File: src/rtl/sfcc_pkg.sv
// types, constants and the crc-8 byte update for the sensor frame checker
package sfcc_pkg;

  localparam logic [7:0]  CRC_INIT       = 8'hFF;
  localparam logic [7:0]  CRC_POLY       = 8'h31;
  localparam logic [3:0]  FRAME_LEN      = 4'd9;
  localparam logic [3:0]  LAST_POS       = 4'd8;
  localparam logic [31:0] MAX_CONC_RESET = 32'd50000;

  typedef enum logic [1:0] {
    STATUS_OK    = 2'd0,
    STATUS_CRC   = 2'd1,
    STATUS_RANGE = 2'd2
  } status_t;

  localparam logic [1:0] WORD_NONE = 2'd0;
  localparam logic [1:0] WORD_CONC_HI = 2'd1;
  localparam logic [1:0] WORD_CONC_LO = 2'd2;
  localparam logic [1:0] WORD_TEMP = 2'd3;

  typedef struct packed {
    logic        done;
    status_t     status;
    logic [1:0]  bad_crc_index;
    logic [31:0] concentration;
    logic [15:0] temperature_raw;
  } result_t;

  // msb-first crc-8, no reflection, no final xor
  function automatic logic [7:0] crc8_byte(input logic [7:0] crc, input logic [7:0] data);
    logic [7:0] c;
    c = crc ^ data;
    for (int i = 0; i < 8; i++) begin
      if (c[7]) begin
        c = {c[6:0], 1'b0} ^ CRC_POLY;
      end else begin
        c = {c[6:0], 1'b0};
      end
    end
    return c;
  endfunction

endpackage

File: src/rtl/sfcc_frame.sv
// frame tracker: byte position, running crc, field assembly and final status
module sfcc_frame (
  input  logic              clk,
  input  logic              rst,
  input  logic              beat,
  input  logic [7:0]        rx_byte,
  input  logic              frame_start,
  input  logic [31:0]       max_concentration,
  output sfcc_pkg::result_t result
);

  logic [3:0]  byte_position, byte_position_next, pos_cur;
  logic [7:0]  running_crc, running_crc_next, crc_cur;
  logic [31:0] conc_shift, conc_shift_next, conc_cur;
  logic [15:0] temp_shift, temp_shift_next, temp_cur;
  logic [1:0]  first_bad, first_bad_next, bad_cur, word_idx;

  always_comb begin
    // a frame start restarts everything before this byte is applied
    pos_cur  = frame_start ? 4'd0 : byte_position;
    crc_cur  = frame_start ? sfcc_pkg::CRC_INIT : running_crc;
    conc_cur = frame_start ? 32'd0 : conc_shift;
    temp_cur = frame_start ? 16'd0 : temp_shift;
    bad_cur  = frame_start ? sfcc_pkg::WORD_NONE : first_bad;

    byte_position_next = byte_position;
    running_crc_next   = running_crc;
    conc_shift_next    = conc_shift;
    temp_shift_next    = temp_shift;
    first_bad_next     = first_bad;
    result.done        = 1'b0;

    unique case (pos_cur)
      4'd2:    word_idx = sfcc_pkg::WORD_CONC_HI;
      4'd5:    word_idx = sfcc_pkg::WORD_CONC_LO;
      default: word_idx = sfcc_pkg::WORD_TEMP;
    endcase

    if (beat) begin
      byte_position_next = pos_cur;
      running_crc_next   = crc_cur;
      conc_shift_next    = conc_cur;
      temp_shift_next    = temp_cur;
      first_bad_next     = bad_cur;
      if (pos_cur < sfcc_pkg::FRAME_LEN) begin
        unique case (pos_cur)
          4'd0, 4'd1, 4'd3, 4'd4: begin
            conc_shift_next  = {conc_cur[23:0], rx_byte};
            running_crc_next = sfcc_pkg::crc8_byte(crc_cur, rx_byte);
          end
          4'd6, 4'd7: begin
            temp_shift_next  = {temp_cur[7:0], rx_byte};
            running_crc_next = sfcc_pkg::crc8_byte(crc_cur, rx_byte);
          end
          default: begin
            // check byte closes a word
            if (crc_cur != rx_byte && bad_cur == sfcc_pkg::WORD_NONE) begin
              first_bad_next = word_idx;
            end
            running_crc_next = sfcc_pkg::CRC_INIT;
          end
        endcase
        byte_position_next = pos_cur + 4'd1;
        result.done        = (pos_cur == sfcc_pkg::LAST_POS);
      end
    end

    result.bad_crc_index   = first_bad_next;
    result.concentration   = conc_shift_next;
    result.temperature_raw = temp_shift_next;
    priority if (first_bad_next != sfcc_pkg::WORD_NONE) begin
      result.status = sfcc_pkg::STATUS_CRC;
    end else if (conc_shift_next == 32'd0 || conc_shift_next > max_concentration) begin
      result.status = sfcc_pkg::STATUS_RANGE;
    end else begin
      result.status = sfcc_pkg::STATUS_OK;
    end
  end

  always_ff @(posedge clk) begin
    if (rst) begin
      byte_position <= sfcc_pkg::FRAME_LEN;
      running_crc   <= sfcc_pkg::CRC_INIT;
      conc_shift    <= 32'd0;
      temp_shift    <= 16'd0;
      first_bad     <= sfcc_pkg::WORD_NONE;
    end else begin
      byte_position <= byte_position_next;
      running_crc   <= running_crc_next;
      conc_shift    <= conc_shift_next;
      temp_shift    <= temp_shift_next;
      first_bad     <= first_bad_next;
    end
  end

endmodule

File: config.mk
export PLATFORM = sky130hd
export DESIGN_NAME = sfcc_frame
export DESIGN_NICKNAME = d
export VERILOG_FILES = /design/src/rtl/sfcc_pkg.sv /design/src/rtl/sfcc_frame.sv
export SDC_FILE = /design/constraint.sdc
export NUM_CORES = 1
export LEC_CHECK = 0
export ABC_AREA = 1
export BUFFER_PORTS_ARGS = -buffer_cell sky130_fd_sc_hd__buf_2
export CORE_AREA = 2 2 92 94
export CTS_CLUSTER_SIZE = 16
export DETAILED_ROUTE_END_ITERATION = 6
export DIE_AREA = 0 0 94 96
export HOLD_SLACK_MARGIN = 0.15
export MAX_ROUTING_LAYER = met4
export PLACE_DENSITY = 0.84
export SYNTH_ARGS = -nofsm -noshare
export SYNTH_HDL_FRONTEND = slang
export SYNTH_SLANG_ARGS = --single-unit
File: constraint.sdc
create_clock -name clk -period 4.9 [get_ports clk]
set_clock_uncertainty 0.2 [all_clocks]
set_input_delay 0.245 -clock clk [delete_from_list [all_inputs] [get_ports clk]]
set_output_delay 0.245 -clock clk [all_outputs]
set_load 0.05 [all_outputs]
==> out/metrics.cfg <==
[power]
ir_drop_mv = 0.163
p_sw_uw = 632
switching_share_of_power_pct = 39.3
power_density_nw_per_um2 = 297
internal-power_uw = 976
p_leak_uw = 0.00300
p_comb_share_pct = 34.1
clkPwrFrac_pct = 31.9
power.sequential.fraction_pct = 34.0

[yosys]
syn-mean-instance-area_um2 = 6.02
synth_cell_type_count = 34
ys_ff_latch = 62
yosys.area.top_type = sky130_fd_sc_hd__dfxtp_1
main_combinational_cell_family_by_area_after_synthesis = simple AND/OR/NAND/NOR gates
synthCells = 776
synth-main-ff-cell = sky130_fd_sc_hd__dfxtp_1
synth-compound-area-share_pct = 10.5
yosysWarningCount = 0
edff_count_synth = 0
synth_xor_xnor_area_share_pct = 3.72
area_contributors_post_synth = sky130_fd_sc_hd__dfxtp_1 (27%), sky130_fd_sc_hd__nand2_1 (15%), sky130_fd_sc_hd__inv_1 (12%)
netlist_area_um2 = 4670
share_of_synthesized_flip_flops_with_an_asynchronous_set_or_reset_pct = 0
synth_fa_ha_area_share_pct = 9.37
post_synthesis_simple_gate_area_fraction_pct = 34.3
synthMuxAreaShare_pct = 0
portion_of_the_post_synthesis_area_used_by_sequential_elements_pct = 26.6
synthesis.nets = 855
synth_top_cell_area_share_pct = 26.6

[global_routing]
grt_pass1_vias = 4671
pin_count_of_the_biggest_net_entering_global_routing = 60
grt_first_pass_wirelength_um = 20400
grt.overflow.total = 0
initial_antenna_violation_count = 0
grtUsageTotal_pct = 29.1

[clock_tree]
clk_transition_reported_paths_ps = 80
clkSinkCount = 62
tritoncts_buffers = 9
clockRootBuffer = sky130_fd_sc_hd__clkbuf_8
cts_setup_buffers = 0
worst_skew_pair.late_latency_ps = 350
cts.htree.levels = 3
tritoncts = yes
post_cts_resized = 0
cts_buffer_depth = 2
postCtsHoldBufs = 3

[setup_path]
worstSetupPathType = register to output pin
cp.required_ps = 4450
worst_ep_arrival_time_ps = 4010
worstPathMaxFanout = 34
critical_path.startpoint_type = register
ff2ff_path_depth = 11
critPathCaptureType = output pin
rr_endpoint = first_bad[0]$_SDFF_PP0_
register_to_register_setup_slack_ps = 2400
worst_r2r_startpoint = byte_position[1]$_SDFFE_PP0P_

[timing]
hold_viol_final = 0
slew_viol_final = 0
setup_violations = 0
tns_ps = 0
timing.max_slew.rel_slack_pct = 25.8
worst_hold_slack_ps = 165
clock.fmax_mhz = 224
period_utilisation_layout_pct = 91.0
worst-slew-pin-transition_ps = 1110
final.min_clock_period_ps = 4460
rsz0062_at_grt = no

[floorplanning]
rows = 33
floorplan.die_area_um2 = 9020
die_x_um = 94
ios = 97
initial_core_util_pct = 58.0
die_h_um = 96
floorplan.core_area_um2 = 8050

[route]
num_vias = 5129
via_per_inst = 5.30
drc = 0
detail_route.wl_per_cell_um = 12.9
initialDrtViolationCount = 374
drt_pass1_iterations = 5
detail-route-antenna-nets = 0
routed_wirelength_um = 12500

[placement]
dpl.hpwl_um = 9140
routabilityCongestion = 1.02
port-buffer-count = 96

[cells_and_area]
area_growth_syn_to_layout_pct = 16.0
layout.cells.most_common = sky130_fd_sc_hd__nand2_1
final_cell_mix = sky130_fd_sc_hd__nand2_1 (183), sky130_fd_sc_hd__inv_1 (153), sky130_fd_sc_hd__nor2_1 (114)
final_nets = 936
diodes = 0
drive_gt1_share_pct = 15.0

[worst_hold_path]
hold_path.class = primary input to register
hold_ep = temp_shift[1]$_SDFF_PP0_
min_path_cells = 5
holdCritStartpoint = rx_byte[1]

[flow_run]
maxCapViolations = 0

[outcome]
outcome = completed

## routing by layer
layer	up-vias	track usage, %	part of all wire (%)
li1	2552	-	-
met1	2356	34.6	42
met2	193	50.0	49
met3	28	5.56	7.6
met4	0	9.30	2.0
met5	-	-	0
## stage by stage
step | power (uW) | util, % | cell area (um^2) | setup WS [ps] | cells
final | 1610 | 67.3 | 5420 | 440 | 967
after CTS | 1600 | 67.3 | 5420 | 493 | 967
after global placement | 1080 | 64.2 | 5170 | 640 | 948
after floorplan | 974 | - | 4670 | 669 | 776
after detailed placement | 1100 | 64.2 | 5170 | 603 | 948
after global routing | 1690 | 67.3 | 5420 | 137 | 967
## cell usage after synthesis (3+ instances only)
library cell	count
sky130_fd_sc_hd__o21ai_0	15
sky130_fd_sc_hd__nand3_1	71
sky130_fd_sc_hd__ha_1	35
sky130_fd_sc_hd__xnor2_1	6
sky130_fd_sc_hd__clkbuf_1	12
sky130_fd_sc_hd__nand2_2	3
sky130_fd_sc_hd__inv_1	153
sky130_fd_sc_hd__xor2_1	12
sky130_fd_sc_hd__o22ai_1	12
sky130_fd_sc_hd__o21ai_1	6
sky130_fd_sc_hd__nor2_1	114
sky130_fd_sc_hd__o211ai_1	8
sky130_fd_sc_hd__inv_2	4
sky130_fd_sc_hd__dfxtp_1	62
sky130_fd_sc_hd__nor3_1	4
sky130_fd_sc_hd__buf_1	6
sky130_fd_sc_hd__nand2_1	183
sky130_fd_sc_hd__a21oi_1	36
sky130_fd_sc_hd__buf_2	14
## cell families (layout without fill, tap and decap cells)
family | count (synthesis) | after routing
AO/OA/AOI/OAI | 85 | 85
XOR/XNOR | 19 | 19
adder cells (fa/ha/maj) | 35 | 35
buffers and inverters | 189 | 275
flip-flops | 62 | 62
AND/OR/NAND/NOR | 386 | 386
## flip-flops by register name, indices dropped and copies added, names as in the netlist
signal	flops
first_bad	2
byte_position	4
conc_shift	32
running_crc	8
temp_shift	16
## power by group through the flow
stage | Clock, uW | Sequential (uW) | Combinational (uW)
finish | 513 | 547 | 548
CTS | 511 | 546 | 546
floorplan | 0 | 554 | 420
detailed placement | 0 | 558 | 540
global route | 535 | 549 | 609
global placement | 0 | 556 | 526
## how the worst max path moves through the flow
stage	to	slack, ps	cells after the start	startpoint
floorplan	result[51]	670	22	frame_start
global placement	result[51]	640	24	frame_start
detailed placement	result[51]	600	24	frame_start
CTS	result[51]	490	22	byte_position[1]$_SDFFE_PP0P_
global route	result[51]	140	22	byte_position[1]$_SDFFE_PP0P_
finish	result[51]	440	22	byte_position[1]$_SDFFE_PP0P_
## layout make-up
cell class | instances | area [um^2]
clock inverters | 7 | 98.8
well taps | 105 | 131
multi-input cells | 525 | 2700
inverters | 157 | 589
clock buffers | 9 | 124
repair buffers | 102 | 533
flip-flops and latches | 62 | 1240
fillers | 720 | 2630
## worst max-delay path, stage by stage, from the launching register on
cell                      delay (ps)
sky130_fd_sc_hd__dfxtp_1         410
sky130_fd_sc_hd__nand2_1         130
sky130_fd_sc_hd__ha_1            200
sky130_fd_sc_hd__inv_1            80
sky130_fd_sc_hd__nand2_2          70
sky130_fd_sc_hd__nand2_4         280
sky130_fd_sc_hd__nand2_4         280
sky130_fd_sc_hd__nand2_1         140
sky130_fd_sc_hd__nand3_1          70
sky130_fd_sc_hd__nand2_1         130
sky130_fd_sc_hd__inv_1            70
sky130_fd_sc_hd__ha_1            290
sky130_fd_sc_hd__nand2_1          70
sky130_fd_sc_hd__inv_1            60
sky130_fd_sc_hd__nand3_1          90
sky130_fd_sc_hd__nor3_1          380
sky130_fd_sc_hd__o21ai_0         180
sky130_fd_sc_hd__nand2_1         130
sky130_fd_sc_hd__nand2_1          60
sky130_fd_sc_hd__nand2_1          60
sky130_fd_sc_hd__nand2_1          60
sky130_fd_sc_hd__a21oi_1         140
sky130_fd_sc_hd__buf_2           280
Note: power is estimated with default switching activity, not from simulation.
